===== src/hdl/rldec_pkg.sv =====
// Shared types and constants for the run-length row pixel decoder.
package rldec_pkg;

  localparam int unsigned MAX_WIDTH  = 256;
  localparam int unsigned POS_W      = 9;
  localparam int unsigned CFG_W      = 9;
  localparam int unsigned FIFO_DEPTH = 4;  // power of two, pointers wrap freely
  localparam int unsigned FIFO_AW    = $clog2(FIFO_DEPTH);
  localparam int unsigned FIFO_CW    = $clog2(FIFO_DEPTH + 1);

  localparam logic [POS_W-1:0] MAX_WIDTH_POS = POS_W'(MAX_WIDTH);
  localparam logic [CFG_W-1:0] ROW_WIDTH_RST = CFG_W'(160);

  localparam logic [1:0] OP_SKIP  = 2'd0;
  localparam logic [1:0] OP_RUN   = 2'd1;
  localparam logic [1:0] OP_PIXEL = 2'd2;

  localparam logic [7:0] ALPHA_OPAQUE = 8'd255;

  typedef enum logic [4:0] {
    PH_OPCODE   = 5'b00001,
    PH_RUN      = 5'b00010,
    PH_COLOR_LO = 5'b00100,
    PH_COLOR_HI = 5'b01000,
    PH_ALPHA    = 5'b10000
  } phase_e;

  typedef struct packed {
    logic        bad;
    logic [7:0]  alpha;
    logic [15:0] color;
    logic [7:0]  length;
    logic [7:0]  start;
  } span_t;

endpackage


===== src/hdl/rldec_front.sv =====
// Front end: width register, byte parser and span generation.
module rldec_front import rldec_pkg::*; (
  input  logic             clk_i,
  input  logic             rst_ni,
  input  logic             cfg_valid_i,
  input  logic [CFG_W-1:0] cfg_wdata_i,
  input  logic             byte_valid_i,
  input  logic [7:0]       byte_i,
  input  logic             row_first_i,
  output logic             span_valid_o,
  output span_t            span_o
);

  logic [CFG_W-1:0] row_width_q;
  logic [POS_W-1:0] width_eff;

  phase_e           ph_q, ph_d, ph;
  logic [1:0]       op_q, op_d, op;
  logic [7:0]       run_q, run_d, run;
  logic [7:0]       clo_q, clo_d, clo;
  logic [15:0]      color_q, color_d, color;
  logic [POS_W-1:0] pos_q, pos_d, pos;
  logic             halt_q, halt_d, halt;

  logic [POS_W-1:0] room;
  logic [7:0]       len;
  logic             hit;
  span_t            span;

  always_ff @(posedge clk_i or negedge rst_ni) begin
    if (!rst_ni) begin
      row_width_q <= ROW_WIDTH_RST;
    end else if (cfg_valid_i) begin
      row_width_q <= cfg_wdata_i;
    end
  end

  assign width_eff = (row_width_q > MAX_WIDTH_POS) ? MAX_WIDTH_POS : row_width_q;

  always_comb begin
    ph    = row_first_i ? PH_OPCODE : ph_q;
    op    = row_first_i ? OP_SKIP : op_q;
    run   = row_first_i ? 8'd0 : run_q;
    clo   = row_first_i ? 8'd0 : clo_q;
    color = row_first_i ? 16'd0 : color_q;
    pos   = row_first_i ? '0 : pos_q;
    halt  = row_first_i ? 1'b0 : halt_q;

    room = width_eff - pos;
    len  = ({1'b0, run} < room) ? run : room[7:0];

    ph_d    = ph;
    op_d    = op;
    run_d   = run;
    clo_d   = clo;
    color_d = color;
    pos_d   = pos;
    halt_d  = halt;
    hit     = 1'b0;
    span    = '0;

    if (!halt && (pos < width_eff)) begin
      unique case (ph)
        PH_OPCODE: begin
          priority if (byte_i == 8'(OP_SKIP) || byte_i == 8'(OP_RUN)) begin
            op_d = byte_i[1:0];
            ph_d = PH_RUN;
          end else if (byte_i == 8'(OP_PIXEL)) begin
            op_d = OP_PIXEL;
            ph_d = PH_COLOR_LO;
          end else begin
            halt_d   = 1'b1;
            hit      = 1'b1;
            span.bad = 1'b1;
            span.start = pos[7:0];
          end
        end
        PH_RUN: begin
          run_d = byte_i;
          if (op == OP_SKIP) begin
            pos_d = pos + {1'b0, byte_i};
            ph_d  = PH_OPCODE;
          end else begin
            ph_d = PH_COLOR_LO;
          end
        end
        PH_COLOR_LO: begin
          clo_d = byte_i;
          ph_d  = PH_COLOR_HI;
        end
        PH_COLOR_HI: begin
          color_d = {byte_i, clo};
          if (op == OP_PIXEL) begin
            ph_d = PH_ALPHA;
          end else begin
            ph_d = PH_OPCODE;
            if (len != 8'd0) begin
              pos_d       = pos + {1'b0, len};
              hit         = 1'b1;
              span.start  = pos[7:0];
              span.length = len;
              span.color  = {byte_i, clo};
              span.alpha  = ALPHA_OPAQUE;
            end
          end
        end
        PH_ALPHA: begin
          ph_d        = PH_OPCODE;
          pos_d       = pos + POS_W'(1);
          hit         = 1'b1;
          span.start  = pos[7:0];
          span.length = 8'd1;
          span.color  = color;
          span.alpha  = byte_i;
        end
        default: begin
          ph_d = PH_OPCODE;
        end
      endcase
    end
  end

  always_ff @(posedge clk_i or negedge rst_ni) begin
    if (!rst_ni) begin
      ph_q    <= PH_OPCODE;
      op_q    <= OP_SKIP;
      run_q   <= '0;
      clo_q   <= '0;
      color_q <= '0;
      pos_q   <= '0;
      halt_q  <= 1'b0;
    end else if (byte_valid_i) begin
      ph_q    <= ph_d;
      op_q    <= op_d;
      run_q   <= run_d;
      clo_q   <= clo_d;
      color_q <= color_d;
      pos_q   <= pos_d;
      halt_q  <= halt_d;
    end
  end

  assign span_valid_o = byte_valid_i && hit;
  assign span_o       = span;

endmodule


===== src/hdl/rldec_fifo.sv =====
// Short span queue between the parser and the output stage.
module rldec_fifo import rldec_pkg::*; (
  input  logic  clk_i,
  input  logic  rst_ni,
  input  logic  wr_valid_i,
  input  span_t wr_data_i,
  output logic  full_o,
  output logic  rd_valid_o,
  output span_t rd_data_o,
  input  logic  rd_pop_i
);

  span_t              mem_q [FIFO_DEPTH];
  logic [FIFO_AW-1:0] wr_ptr_q, rd_ptr_q;
  logic [FIFO_CW-1:0] cnt_q, cnt_d;
  logic               push, pop;

  assign push = wr_valid_i && !full_o;
  assign pop  = rd_pop_i && rd_valid_o;

  always_comb begin
    cnt_d = cnt_q;
    unique case ({push, pop})
      2'b10:   cnt_d = cnt_q + FIFO_CW'(1);
      2'b01:   cnt_d = cnt_q - FIFO_CW'(1);
      default: cnt_d = cnt_q;
    endcase
  end

  always_ff @(posedge clk_i or negedge rst_ni) begin
    if (!rst_ni) begin
      wr_ptr_q <= '0;
      rd_ptr_q <= '0;
      cnt_q    <= '0;
    end else begin
      cnt_q <= cnt_d;
      if (push) begin
        wr_ptr_q <= wr_ptr_q + FIFO_AW'(1);
      end
      if (pop) begin
        rd_ptr_q <= rd_ptr_q + FIFO_AW'(1);
      end
    end
  end

  always_ff @(posedge clk_i) begin
    if (push) begin
      mem_q[wr_ptr_q] <= wr_data_i;
    end
  end

  assign full_o     = (cnt_q == FIFO_CW'(FIFO_DEPTH));
  assign rd_valid_o = (cnt_q != '0);
  assign rd_data_o  = mem_q[rd_ptr_q];

endmodule


===== src/hdl/rldec_back.sv =====
// Back end: output register that drives the span word onto the master stream.
module rldec_back import rldec_pkg::*; (
  input  logic        clk_i,
  input  logic        rst_ni,
  input  logic        in_valid_i,
  input  span_t       in_span_i,
  output logic        in_pop_o,
  output logic        m_axis_tvalid,
  input  logic        m_axis_tready,
  output logic [39:0] m_axis_tdata,
  output logic        m_axis_tuser
);

  logic  valid_q;
  span_t span_q;
  logic  load;

  assign load     = !valid_q || m_axis_tready;
  assign in_pop_o = in_valid_i && load;

  always_ff @(posedge clk_i or negedge rst_ni) begin
    if (!rst_ni) begin
      valid_q <= 1'b0;
    end else if (load) begin
      valid_q <= in_valid_i;
    end
  end

  always_ff @(posedge clk_i) begin
    if (in_pop_o) begin
      span_q <= in_span_i;
    end
  end

  assign m_axis_tvalid = valid_q;
  assign m_axis_tdata  = {span_q.alpha, span_q.color, span_q.length, span_q.start};
  assign m_axis_tuser  = span_q.bad;

endmodule


===== src/hdl/rle_row_pixel_decoder.sv =====
// Top level of the run-length row pixel decoder.
//
//   channel  dir  handshake                      content
//   s_axis   in   s_axis_tvalid/s_axis_tready    one byte of the row stream
//   m_axis   out  m_axis_tvalid/m_axis_tready    one decoded span word
//   cfg      in   cfg_valid_i/cfg_ready_o        row_width (9 bits)
//
// One byte per cycle while the span queue is not full; the parser updates its state in the cycle the byte is taken.
// A span word passes through the span queue and then the output register before it shows on m_axis.
// A 4-entry span queue plus the output register decouple the two sides;
// s_axis stalls only when the queue is full.
// Reset clears the parser and sets row_width to 160; cfg is always ready.
module rle_row_pixel_decoder import rldec_pkg::*; (
  input  logic             clk_i,
  input  logic             rst_ni,
  input  logic             cfg_valid_i,
  output logic             cfg_ready_o,
  input  logic [CFG_W-1:0] cfg_wdata_i,
  input  logic             s_axis_tvalid,
  output logic             s_axis_tready,
  input  logic [7:0]       s_axis_tdata,   // [7:0] data_byte
  input  logic             s_axis_tuser,   // [0] row_first
  output logic             m_axis_tvalid,
  input  logic             m_axis_tready,
  output logic [39:0]      m_axis_tdata,   // [7:0] span_start, [15:8] span_length,
                                           // [31:16] pixel_color, [39:32] pixel_alpha
  output logic             m_axis_tuser    // [0] bad_opcode
);

  logic  fifo_full, byte_acc;
  logic  span_valid, q_valid, q_pop;
  span_t span, q_span;

  assign cfg_ready_o   = 1'b1;
  assign s_axis_tready = !fifo_full;
  assign byte_acc      = s_axis_tvalid && s_axis_tready;

  rldec_front u_front (
    .clk_i        (clk_i),
    .rst_ni       (rst_ni),
    .cfg_valid_i  (cfg_valid_i),
    .cfg_wdata_i  (cfg_wdata_i),
    .byte_valid_i (byte_acc),
    .byte_i       (s_axis_tdata),
    .row_first_i  (s_axis_tuser),
    .span_valid_o (span_valid),
    .span_o       (span)
  );

  rldec_fifo u_fifo (
    .clk_i      (clk_i),
    .rst_ni     (rst_ni),
    .wr_valid_i (span_valid),
    .wr_data_i  (span),
    .full_o     (fifo_full),
    .rd_valid_o (q_valid),
    .rd_data_o  (q_span),
    .rd_pop_i   (q_pop)
  );

  rldec_back u_back (
    .clk_i         (clk_i),
    .rst_ni        (rst_ni),
    .in_valid_i    (q_valid),
    .in_span_i     (q_span),
    .in_pop_o      (q_pop),
    .m_axis_tvalid (m_axis_tvalid),
    .m_axis_tready (m_axis_tready),
    .m_axis_tdata  (m_axis_tdata),
    .m_axis_tuser  (m_axis_tuser)
  );

endmodule


===== config.mk =====
export PLATFORM = sky130hd
export DESIGN_NAME = rle_row_pixel_decoder
export DESIGN_NICKNAME = d
export VERILOG_FILES = /design/src/hdl/rldec_pkg.sv /design/src/hdl/rldec_front.sv /design/src/hdl/rldec_fifo.sv /design/src/hdl/rldec_back.sv /design/src/hdl/rle_row_pixel_decoder.sv
export SDC_FILE = /design/constraint.sdc
export NUM_CORES = 1
export LEC_CHECK = 0
export ABC_AREA = 0
export ABC_CLOCK_PERIOD_IN_PS = 10100
export BUFFER_PORTS_ARGS = -buffer_cell sky130_fd_sc_hd__buf_4
export CORE_MARGIN = 3
export CORE_UTILIZATION = 25
export DETAILED_ROUTE_END_ITERATION = 16
export GPL_TIMING_DRIVEN = 0
export HOLD_SLACK_MARGIN = 0.12
export SLEW_MARGIN = 5
export SYNTH_ARGS = -nofsm -noshare
export SYNTH_HDL_FRONTEND = slang
export SYNTH_SLANG_ARGS = --single-unit

===== constraint.sdc =====
create_clock -name clk_i -period 10.1 [get_ports clk_i]
set_input_delay 0 -clock clk_i [delete_from_list [all_inputs] [get_ports clk_i]]
set_output_delay 0 -clock clk_i [all_outputs]
set_load 0.03 [all_outputs]

## Yosys cells after proc, flatten, opt, wreduce, memory -nomap -nowiden

Memories as Yosys holds them, arrays and structs flattened. A register that Yosys moved wholly into a read port is not among the register bits.
Index checks and enable logic that the tools add are counted.

| operators by class | value |
|---|---|
| $add $sub $neg | 8 |
| magnitude comparators | 3 |
| reductions and logical operators | 16 |
| eq/ne operators | 11 |
| muxes and demuxes | 51 |

Operator list:

| operator | number |
|---|---|
| $mux 40 | 2 |
| $mux 8 | 9 |
| $pmux 32 s2 | 1 |
| $mux 9 | 6 |
| $mux 16 | 3 |
| $mux 41 | 1 |
| $pmux 9 s3 | 1 |
| $mux 5 | 5 |
| $pmux 8 s3 | 1 |
| $pmux 5 s4 | 1 |
| $add 9x8->9 | 2 |
| $mux 1 | 13 |
| $mux 2 | 5 |
| $add 9x1->9 const B | 1 |
| $gt 9x9->1 const B | 1 |
| $lt 8x9->1 | 1 |
| $lt 9x9->1 | 1 |
| $sub 9x9->9 | 1 |
| $eq 8x1->1 const B | 1 |
| $eq 8x2->1 const B | 1 |
| $logic_not 8->1 | 1 |
| $reduce_bool 8->1 | 1 |
| $logic_and 1x1->1 | 6 |
| $pmux 3 s2 | 1 |
| 18 further kinds | 23 |

| word-level totals | value |
|---|---|
| output and inout bits | 44 |
| logic and storage cells | 102 |
| memory bits (writable) | 164 |
| memories | 1 |
| register bits after elaboration | 66 |

Memories:

| memory | depth | width | read ports | clocked after Yosys merged registers in | write ports | RTL line | source |
|---|---|---|---|---|---|---|---|
| u_fifo.mem_q | 4 | 41 | 1 | 1 | 1 | rldec_fifo.sv:13 | `span_t mem_q [FIFO_DEPTH];` |

## Longest topological paths before layout

Gate-level depths: netlist of run 1.

| depth | value |
|---|---|
| depth in word-level cells | 14 |
| depth in mapped cells | 30 |
| gate-level depth less buffers | 27 |

## Modules after synthesis

From an unflattened synthesis of run 1, not the netlist that was laid out.

| unflattened totals | value |
|---|---|
| cell total of the unflattened synthesis | 908 |
| area, all modules | 12690.9 um2 |

By module, submodules not included:

| module | area an instance (um2) | times used | cells each | sequential area each (um2) |
|---|---|---|---|---|
| rldec_fifo | 6397.4 | 1 | 252 | 5099.9 |
| rldec_front | 4997.3 | 1 | 607 | 1455.1 |
| rldec_back | 1275.0 | 1 | 45 | 1256.2 |
| rle_row_pixel_decoder | 21.3 | 1 | 4 | 0.0 |

## Worst setup path before layout of run 1

Ideal clock, no wire load.

| timing path | value |
|---|---|
| kind | flip-flop to flip-flop |
| start | register u_front.pos_q[1] |
| end | memory u_fifo.mem_q[0][0] (netlist bit), enable pin |
| slack | 4.131 ns |
| required time | 9.660 ns |
| arrival time | 5.529 ns |
| cell stages (with the launch flop) | 17 |
| path buffers | 1 |
| path through | dfrtp_1 > nor2b_1 > inv_1 > fa_1 > a211oi_2 > o21bai_1 > a21oi_1 > xor2_2 > ha_1 > a22oi_1 > nand2_1 > o32a_1 > o21a_1 > buf_6 > a2111oi_4 > o221ai_4 > nor2_1 |

| on the way | value |
|---|---|
| cells in the longest elaborated chain, start to end | 13 |
| elaborated cells between the ends (all ways) | 15 |
| classes of those cells | add/sub: 1; order compare: 2; mux: 8; reduce/logical: 4 |

Ends and longest elaborated chain:

| element | RTL line | source |
|---|---|---|
| from (decl) | rldec_front.sv:22 | `logic [POS_W-1:0] pos_q, pos_d, pos;` |
| from (signal assigned) | rldec_front.sv:138 | `pos_q <= pos_d;` |
| $mux 9 * | rldec_front.sv:46 | `pos = row_first_i ? '0 : pos_q;` |
| $sub 9x9->9 | rldec_front.sv:49 | `room = width_eff - pos;` |
| $lt 8x9->1 | rldec_front.sv:50 | `len = ({1'b0, run} < room) ? run : room[7:0];` |
| $mux 8 | rldec_front.sv:50 |  |
| $reduce_bool 8->1 | rldec_front.sv:97 | `if (len != 8'd0) begin` |
| $mux 1 | rldec_front.sv:97 |  |
| $mux 1 | rldec_front.sv:93 | `if (op == OP_PIXEL) begin` |
| $pmux 1 s3 | rldec_front.sv:63 | `unique case (ph)` |
| $mux 1 * | rldec_front.sv:62 | `if (!halt && (pos < width_eff)) begin` |
| $logic_and 1x1->1 * | rldec_front.sv:143 | `assign span_valid_o = byte_valid_i && hit;` |
| $logic_and 1x1->1 * | rldec_fifo.sv:18 | `assign push = wr_valid_i && !full_o;` |
| $mux 1 * | rldec_fifo.sv:47 | `if (push) begin` |
| $mux 1 (implied by the code) * | rldec_fifo.sv:48 | `mem_q[wr_ptr_q] <= wr_data_i;` |
| to (decl) | rldec_fifo.sv:13 |  |

Mark *: on every way between the ends. The rest lies on a longest branch, timed or not.

## Final worst setup path of run 1

| timing path | value |
|---|---|
| start | register u_front.pos_q[1] |
| end | register u_front.pos_q[8] |

| on the way | value |
|---|---|
| cells in the longest elaborated chain, start to end | 9 |
| elaborated cells between the ends (all ways) | 15 |
| classes of those cells | add/sub: 4; order compare: 2; mux: 7; reduce/logical: 2 |

Ends and longest elaborated chain:

| element | RTL line |
|---|---|
| $mux 9 * | rldec_front.sv:46 |
| $sub 9x9->9 | rldec_front.sv:49 |
| $lt 8x9->1 | rldec_front.sv:50 |
| $mux 8 | rldec_front.sv:50 |
| $add 9x8->9 / $reduce_bool 8->1 (equally long branches) | rldec_front.sv:98, rldec_front.sv:97 |
| $mux 9 | rldec_front.sv:97 |
| $mux 9 | rldec_front.sv:93 |
| $pmux 9 s3 | rldec_front.sv:63 |
| $mux 9 * | rldec_front.sv:62 |

Marked as above.
A chain may end at the register's enable or synchronous reset.

==> results of run 1 <==
-- layout make-up --
class	count	area (µm²)	share of cell area
tap	664	831	0.0546
buffer	41	223	0.0146
sequential	271	7810	0.514
multi-input combinational	545	4440	0.292
timing repair buffer	98	873	0.0574
inverter	34	128	0.00839
clock inverter	14	160	0.0105
clock buffer	36	739	0.0486
-- layout by cell type, fill, tap and decap left out, drive strengths merged, types with 6 or more instances in the layout --
| cell | n |
|---|---|
| mux2 | 10 |
| a22oi | 19 |
| and3 | 8 |
| nand3 | 8 |
| nor2b | 25 |
| nand2 | 38 |
| clkinv | 9 |
| nor4 | 8 |
| a211oi | 6 |
| inv | 36 |
| o21ai | 43 |
| a21o | 7 |
| nor3 | 10 |
| a31oi | 8 |
| mux2i | 7 |
| clkbuf | 59 |
| edfxtp | 205 |
| a21oi | 48 |
| dlygate4sd3 | 30 |
| o22ai | 7 |
| xnor2 | 15 |
| xor2 | 7 |
| nand2b | 10 |
| o21a | 8 |
| buf | 86 |
| nor2 | 78 |
| a22o | 26 |
| mux4 | 41 |
| dfrtp | 63 |
| ha | 38 |
-- power groups by stage --
| stage | clock network [mW] | registers (mW) | logic, mW |
|---|---|---|---|
| global placement | 0 | 1.53 | 0.971 |
| global route | 1.09 | 1.50 | 1.08 |
| CTS | 1.05 | 1.49 | 1.03 |
| floorplan | 0 | 1.67 | 0.485 |
| detailed placement | 0 | 1.51 | 1.01 |
| finish | 1.02 | 1.49 | 0.994 |
-- logic make-up (layout without fill, tap and decap cells) --
kind of cell | Yosys count | in the layout
xor+xnor | 22 | 22
fa+ha+maj | 42 | 42
buf+inv | 75 | 223
simple gates | 213 | 213
compound gates | 209 | 209
other cells | 1 | 1
flops | 271 | 271
mux | 58 | 58
-- final timing paths --
kind / from / to / slack (ns) / cells past startpoint
setup / recovery: u_front.pos_q[1]$_DFFE_PN0P_ / u_front.pos_q[8]$_DFFE_PN0P_ / 3.27 / 25
hold / removal: rst_ni / u_front.row_width_q[8]$_DFFE_PN0P_ / 0.07 / 2
setup reg to reg: u_front.pos_q[1]$_DFFE_PN0P_ / u_front.pos_q[8]$_DFFE_PN0P_ / 3.27 / 25
hold reg to reg: u_front.pos_q[8]$_DFFE_PN0P_ / u_front.pos_q[8]$_DFFE_PN0P_ / 0.49 / 1
max in group asynchronous: rst_ni / u_front.run_q[6]$_DFFE_PN0P_ / 9.36 / 2
min in group clk_i: m_axis_tready / u_back.m_axis_tvalid$_DFFE_PN0N_ / 0.19 / 3
-- stage by stage --
| step | cells | power [mW] | setup slack (ns) | hold slack [ns] | utilization |
|---|---|---|---|---|---|
| after floorplan | 891 | 2.16 | 4.13 | -0.296 | - |
| after global placement | 1618 | 2.50 | 1.97 | 0.177 | 0.282 |
| after detailed placement | 1623 | 2.52 | 3.46 | 0.185 | 0.284 |
| after CTS | 1703 | 3.57 | 3.41 | 0.129 | 0.309 |
| after global routing | 1703 | 3.68 | 2.99 | 0.168 | 0.309 |
| final | 1703 | 3.50 | 3.27 | 0.0687 | 0.309 |
-- state kept, by name, summed over array words and instances, names as in the netlist, 2 cells and up --
name / count
u_front.pos_q: 9
u_front.clo_q: 8
u_fifo.wr_ptr_q: 2
u_front.ph_q: 5
u_fifo.rd_ptr_q: 2
u_front.row_width_q: 9
u_front.color_q: 16
u_fifo.mem_q: 164
u_front.run_q: 8
u_fifo.cnt_q: 3
u_front.op_q: 2
u_back.m_axis_tdata: 40
-- worst reg2reg max path, stage by stage (launching register included) --
cell	delay [ns]
dfrtp_1	0.43
nor2b_1	0.44
inv_1	0.31
fa_1	0.52
a211oi_2	0.28
o21bai_1	0.11
a21oi_1	0.24
xor2_2	0.31
ha_1	0.31
a22oi_1	0.20
nand2_1	0.07
o32a_1	0.36
o21a_1	0.15
buf_6	0.15
o21ai_0	0.48
ha_1	0.27
inv_1	0.06
fa_1	0.45
nor2b_1	0.19
o2111ai_1	0.15
and3_1	0.20
or3_1	0.40
a211oi_1	0.23
o22ai_1	0.14
a21oi_1	0.19
o32a_1	0.15
-- per-layer routing --
metal	vias up	track usage
met5	-	0
met4	0	0.0362
met3	41	0.0204
met2	230	0.196
met1	4079	0.150
li1	3692	-
==> impl_metrics.csv, run 1 <==
group,metric,value,unit
status,outcome,"finished, final reports clean",
clocking,cts_setup_buffers,0,
timing,period_share,0.677,
critical_path,slowest_delay,0.52,ns
logic_synthesis,synth_compound_area_frac,0.115,
floorplan,die_x,230,µm
job,cap_violations,0,
global_route,gr-total-overflow,0,
power,p_leak,5.52,nW
finish,nFillCells,4982,
logic_synthesis,syn_area,12600,µm²
timing,finClkSkew,0.0142,ns
timing,fin_tns_setup,0,ns
logic_synthesis,post-synth-top-count-cell,"edfxtp_1",
clocking,cts_hold_buffers,30,
route,met3_length,1740,µm
route,wirelength,31200,µm
route,antenna_left,0,
global_route,grt_pass1_vias,8221,
placed_design,hpwl,21900,µm
global_route,grt_max_degree,67,
route,top_layer_used,"met4",
global_route,grt_pass1_wl,48500,µm
finish,drive_gt1_frac,0.192,
placed_design,gp_congestion,0.897,
timing,worst_pin_slew,0.943,ns
finish,layout.nets,1083,
power,switchingPower,1.08,mW
logic_synthesis,synth_fa_ha_area_frac,0.0442,
floorplan,die_area,53000,µm²
clocking,cts_buffers,27,
placed_design,io_buffer_count,63,
route,vias_per_cell,4.72,
clocking,clk_pin_slew,0.07,ns
critical_path,cp_max_fo,10,
floorplan,num_io_pins,67,
logic_synthesis,synthXorXnorAreaFrac,0.0165,
timing,timing.fmax,146,MHz
critical_path,critical_path_required,10.60,ns
clocking,clkLatencyLatePin,0.56,ns
power,switching_share,0.310,
logic_synthesis,yosysTopAreaCellShare,0.490,
logic_synthesis,synth_nets,956,
critical_path,crit_path_end_kind,"register",
timing,slew_viol_final,0,
timing,finalHoldViolCount,0,
route,wl_per_cell,18.3,µm
logic_synthesis,synth-edff-count,205,
power,power_frac_comb,0.284,
route,drt_iter0_drc,704,
timing,setup_viol,0,
logic_synthesis,yosys.area_share.simple,0.0857,
clocking,cts_sinks,271,
floorplan,core,49300,µm²
power,p_per_area,230,nW/µm²
critical_path,slowest_stage,"fa_1",
finish,post-route-cell-area,15200,µm²
power,pwr-share-seq,0.425,
route,m1WireLength,13400,µm
logic_synthesis,ys_top_cells_by_count,"205 x edfxtp_1, 77 x nor2_1, 63 x dfrtp_1, 48 x a21oi_1, 41 x mux4_2",
floorplan,start_util,0.255,
timing,relSlewSlack,0.372,
route,drc,0,
logic_synthesis,ys_seq_area_frac,0.622,
route,vias,8042,
placed_design,postPlaceCellArea,14000,µm²
finish,syn2layout_area_growth,21.1,%
critical_path,path_class,"reg -> reg",
logic_synthesis,yosysWarnings,0,
global_route,antenna_found_initial,0,
clocking,clock_path_buffers,3,
global_route,grtUsageTotal,0.115,
timing,grt_setup_unrepaired,"no",
clocking,cts_tree,"built",
power,intPower,2.42,mW
logic_synthesis,yosys.area.top_type,"edfxtp_1",
logic_synthesis,ys_types,80,
logic_synthesis,postSynth.asyncResetShare,0.244,
critical_path,cp_top_family,"compound AO/OA/AOI/OAI gates",
route,wl_met2,15300,µm
route,firstDrtPassIters,6,
logic_synthesis,syn_avg_cell_area,14.1,µm²
timing,fin_crit,6.83,ns
logic_synthesis,ys.flop_type,"edfxtp_1",
floorplan,dieHeight,230,µm
logic_synthesis,ys_ff_latch,271,
clocking,root_buffer,"clkbuf_16",
power,ir_drop,109,µV
clocking,cts.repair.resized,0,
finish,diodes,0,
min_path,hp-class,"in -> async",
floorplan,fp-row-count,81,
logic_synthesis,synthTopCellsByArea,"edfxtp_1 49%, dfrtp_1 13%, mux4_2 7.3%, ha_1 3.8%, nor2_1 2.3%",
critical_path,crit_arrival,7.33,ns
logic_synthesis,netlist_instances,891,
logic_synthesis,synth_top_family_by_area,"compound AO/OA/AOI/OAI gates",
clocking,cts_max_level,1,
power,p_clk_frac,0.291,
critical_path,start_kind,"register",
critical_path,path_buf_inv,3,
logic_synthesis,synthMuxAreaShare,0.0883,
Note: power is estimated with default switching activity, not from simulation.
==> run 2, diff against run 1 <==
ABC_CLOCK_PERIOD_IN_PS = 5500   (was 10100)
clock period = 5.5 ns   (was 10.1 ns; I/O delays follow)
==> run 2 against run 1 <==
Effect of this change: non-clock buffer count up 29; worst setup slack got worse by 3.1 ns; combinational power is 90% higher; critical path depth up 2; flip-flop and latch count unchanged; worst hold slack improved by 0.00061 ns; first-iteration DRC count up 5.0%; power grew 86%; clock skew is 0.0038 ns higher; design area rose by 2.7%; critical endpoint unchanged; largest cell class unchanged; highest routed layer unchanged.
==> impl_metrics.csv, run 2 (synthesis gave the netlist of run 1 again) <==
group,metric,value,unit
critical_path,path_common_cell,"inv_2",
finish,diodes,0,
finish,instances_no_fill,1732,
global_route,grt_pass1_vias,8338,
clocking,cts_sinks,271,
critical_path,slowest_stage,"fa_2",
finish,top_register,"u_fifo.mem_q",
finish,drive_gt1_frac,0.243,
route,drc,0,
floorplan,core,49300,µm²
placed_design,dp_slack,-1.14,ns
power,p_per_area,417,nW/µm²
timing,finClkSkew,0.0180,ns
route,m1WireLength,13600,µm
route,drt_iter0_drc,739,
placed_design,hpwl,21900,µm
timing,grt_setup_unrepaired,"yes",
placed_design,gp_congestion,0.897,
global_route,antenna_found_initial,0,
placed_design,postPlaceCellArea,14000,µm²
power,p_total,6.52,mW
timing,relSlewSlack,0.381,
timing,worst_slack,0.118,ns
route,top_layer_used,"met4",
floorplan,die_x,230,µm
status,outcome,"finished, final reports clean",
finish,seq_area,7810,µm²
clocking,clkLatencyLatePin,0.57,ns
floorplan,die_area,53000,µm²
clocking,cts_max_level,1,
floorplan,num_io_pins,67,
critical_path,critical_path_required,6.01,ns
finish,final_cell_mix,"205 x edfxtp_1, 92 x buf_4, 73 x nor2_1",
clocking,clk_pin_slew,0.07,ns
clocking,clock_path_buffers,3,
critical_path,start_kind,"register",
finish,post-route-cell-area,15600,µm²
global_route,grt_max_degree,67,
timing,timing.fmax,186,MHz
clocking,root_buffer,"clkbuf_16",
route,vias,8157,
critical_path,r2r_setup_slack,0.12,ns
job,cap_violations,0,
finish,finish.utilization,0.317,
route,met3_length,1910,µm
placed_design,io_buffer_count,63,
timing,slew_viol_final,0,
finish,multi_input_area,4610,µm²
route,firstDrtPassIters,5,
power,p_leak,5.64,nW
critical_path,path_class,"reg -> reg",
timing,finalHoldViolCount,0,
route,wirelength,31800,µm
clocking,cts_tree,"built",
finish,largest_reg_flops,164,
power,ir_drop,206,µV
global_route,gr-total-overflow,0,
placed_design,place_inst,1623,
clocking,cts_buffers,27,
finish,layout.nets,1112,
finish,nFillCells,4936,
floorplan,dieHeight,230,µm
global_route,grtUsageTotal,0.117,
critical_path,slowest_delay,0.41,ns
floorplan,start_util,0.255,
critical_path,cp_max_fo,7,
timing,period_share,0.979,
timing,worst_pin_slew,0.929,ns
timing,fin_crit,5.38,ns
route,wl_met2,15600,µm
floorplan,fp-row-count,81,
critical_path,crit_path_end_kind,"register",
route,antenna_left,0,
critical_path,rr_worst_depth,27,
timing,setup_viol,0,
route,wl_per_cell,18.4,µm
route,vias_per_cell,4.71,
global_route,grt_pass1_wl,49100,µm
finish,syn2layout_area_growth,24.3,%
finish,layout_commonest_cell,"edfxtp_1",
min_path,hp-class,"in -> async",
critical_path,crit_arrival,5.89,ns
-- run 2: cell types whose count changed in the layout (fill, tap and decap cells not counted), moves of 4 or more --
| cell | previous run | this run |
|---|---|---|
| inv_1 | 34 | 30 |
| nor2b_4 | 0 | 4 |
| buf_4 | 65 | 92 |
| ha_1 | 38 | 34 |
| nor2b_1 | 25 | 19 |
| inv_2 | 0 | 4 |
-- run 2: power breakdown --
| group | internal, mW | total (mW) | switching (mW) |
|---|---|---|---|
| Sequential | 2.64 | 2.74 | 0.108 |
| Clock | 1.09 | 1.88 | 0.791 |
| Combinational | 0.762 | 1.89 | 1.13 |
-- run 2: worst max-delay path, delay by kind of cell (launching register included) --
family / cells / cell delay, ns
AOI/OAI and AO/OA: 12 / 2.22
xor gates and xnor gates: 1 / 0.20
adders and majority gates: 5 / 1.38
buffers and inverters: 4 / 0.34
DFF: 1 / 0.36
and+or+nand+nor: 5 / 0.81
-- run 2: metal layers --
metal	vias up	global-route usage
met5	-	0
met4	0	0.0362
met3	45	0.0216
met2	257	0.200
met1	4110	0.151
li1	3745	-
-- run 2: worst paths after layout --
path / from / to
hold reg to reg: u_front.pos_q[8]$_DFFE_PN0P_ / u_front.pos_q[8]$_DFFE_PN0P_
min in group clk_i: m_axis_tready / u_back.m_axis_tvalid$_DFFE_PN0N_
setup reg to reg: u_front.pos_q[0]$_DFFE_PN0P_ / u_front.pos_q[8]$_DFFE_PN0P_
max in group asynchronous: rst_ni / u_front.run_q[2]$_DFFE_PN0P_
setup / recovery: u_front.pos_q[0]$_DFFE_PN0P_ / u_front.pos_q[8]$_DFFE_PN0P_
hold / removal: rst_ni / u_front.row_width_q[8]$_DFFE_PN0P_
-- run 2: final cells by class --
| type | count | share of cell area |
|---|---|---|
| buffer | 41 | 0.0143 |
| clock buffer | 36 | 0.0474 |
| clock inverter | 14 | 0.0103 |
| inverter | 34 | 0.00817 |
| multi-input combinational | 545 | 0.296 |
| sequential | 271 | 0.500 |
| tap | 664 | 0.0532 |
| timing repair buffer | 127 | 0.0709 |
-- run 2: what timing repair did --
action	CTS	global route
pin swaps	17	20
hold buffers	30	0
endpoints found under the setup margin	173	2
buffers inserted	16	13
gates resized for setup	31	14
endpoints found under the hold margin	184	0
-- run 2: per-stage QoR --
step | hold WS [ns] | TNS [ns]
after floorplan | -0.296 | -76.92
after global placement | 0.177 | -430.72
after detailed placement | 0.185 | -35.04
after CTS | 0.129 | 0
after global routing | 0.166 | -1.50
final | 0.0693 | 0
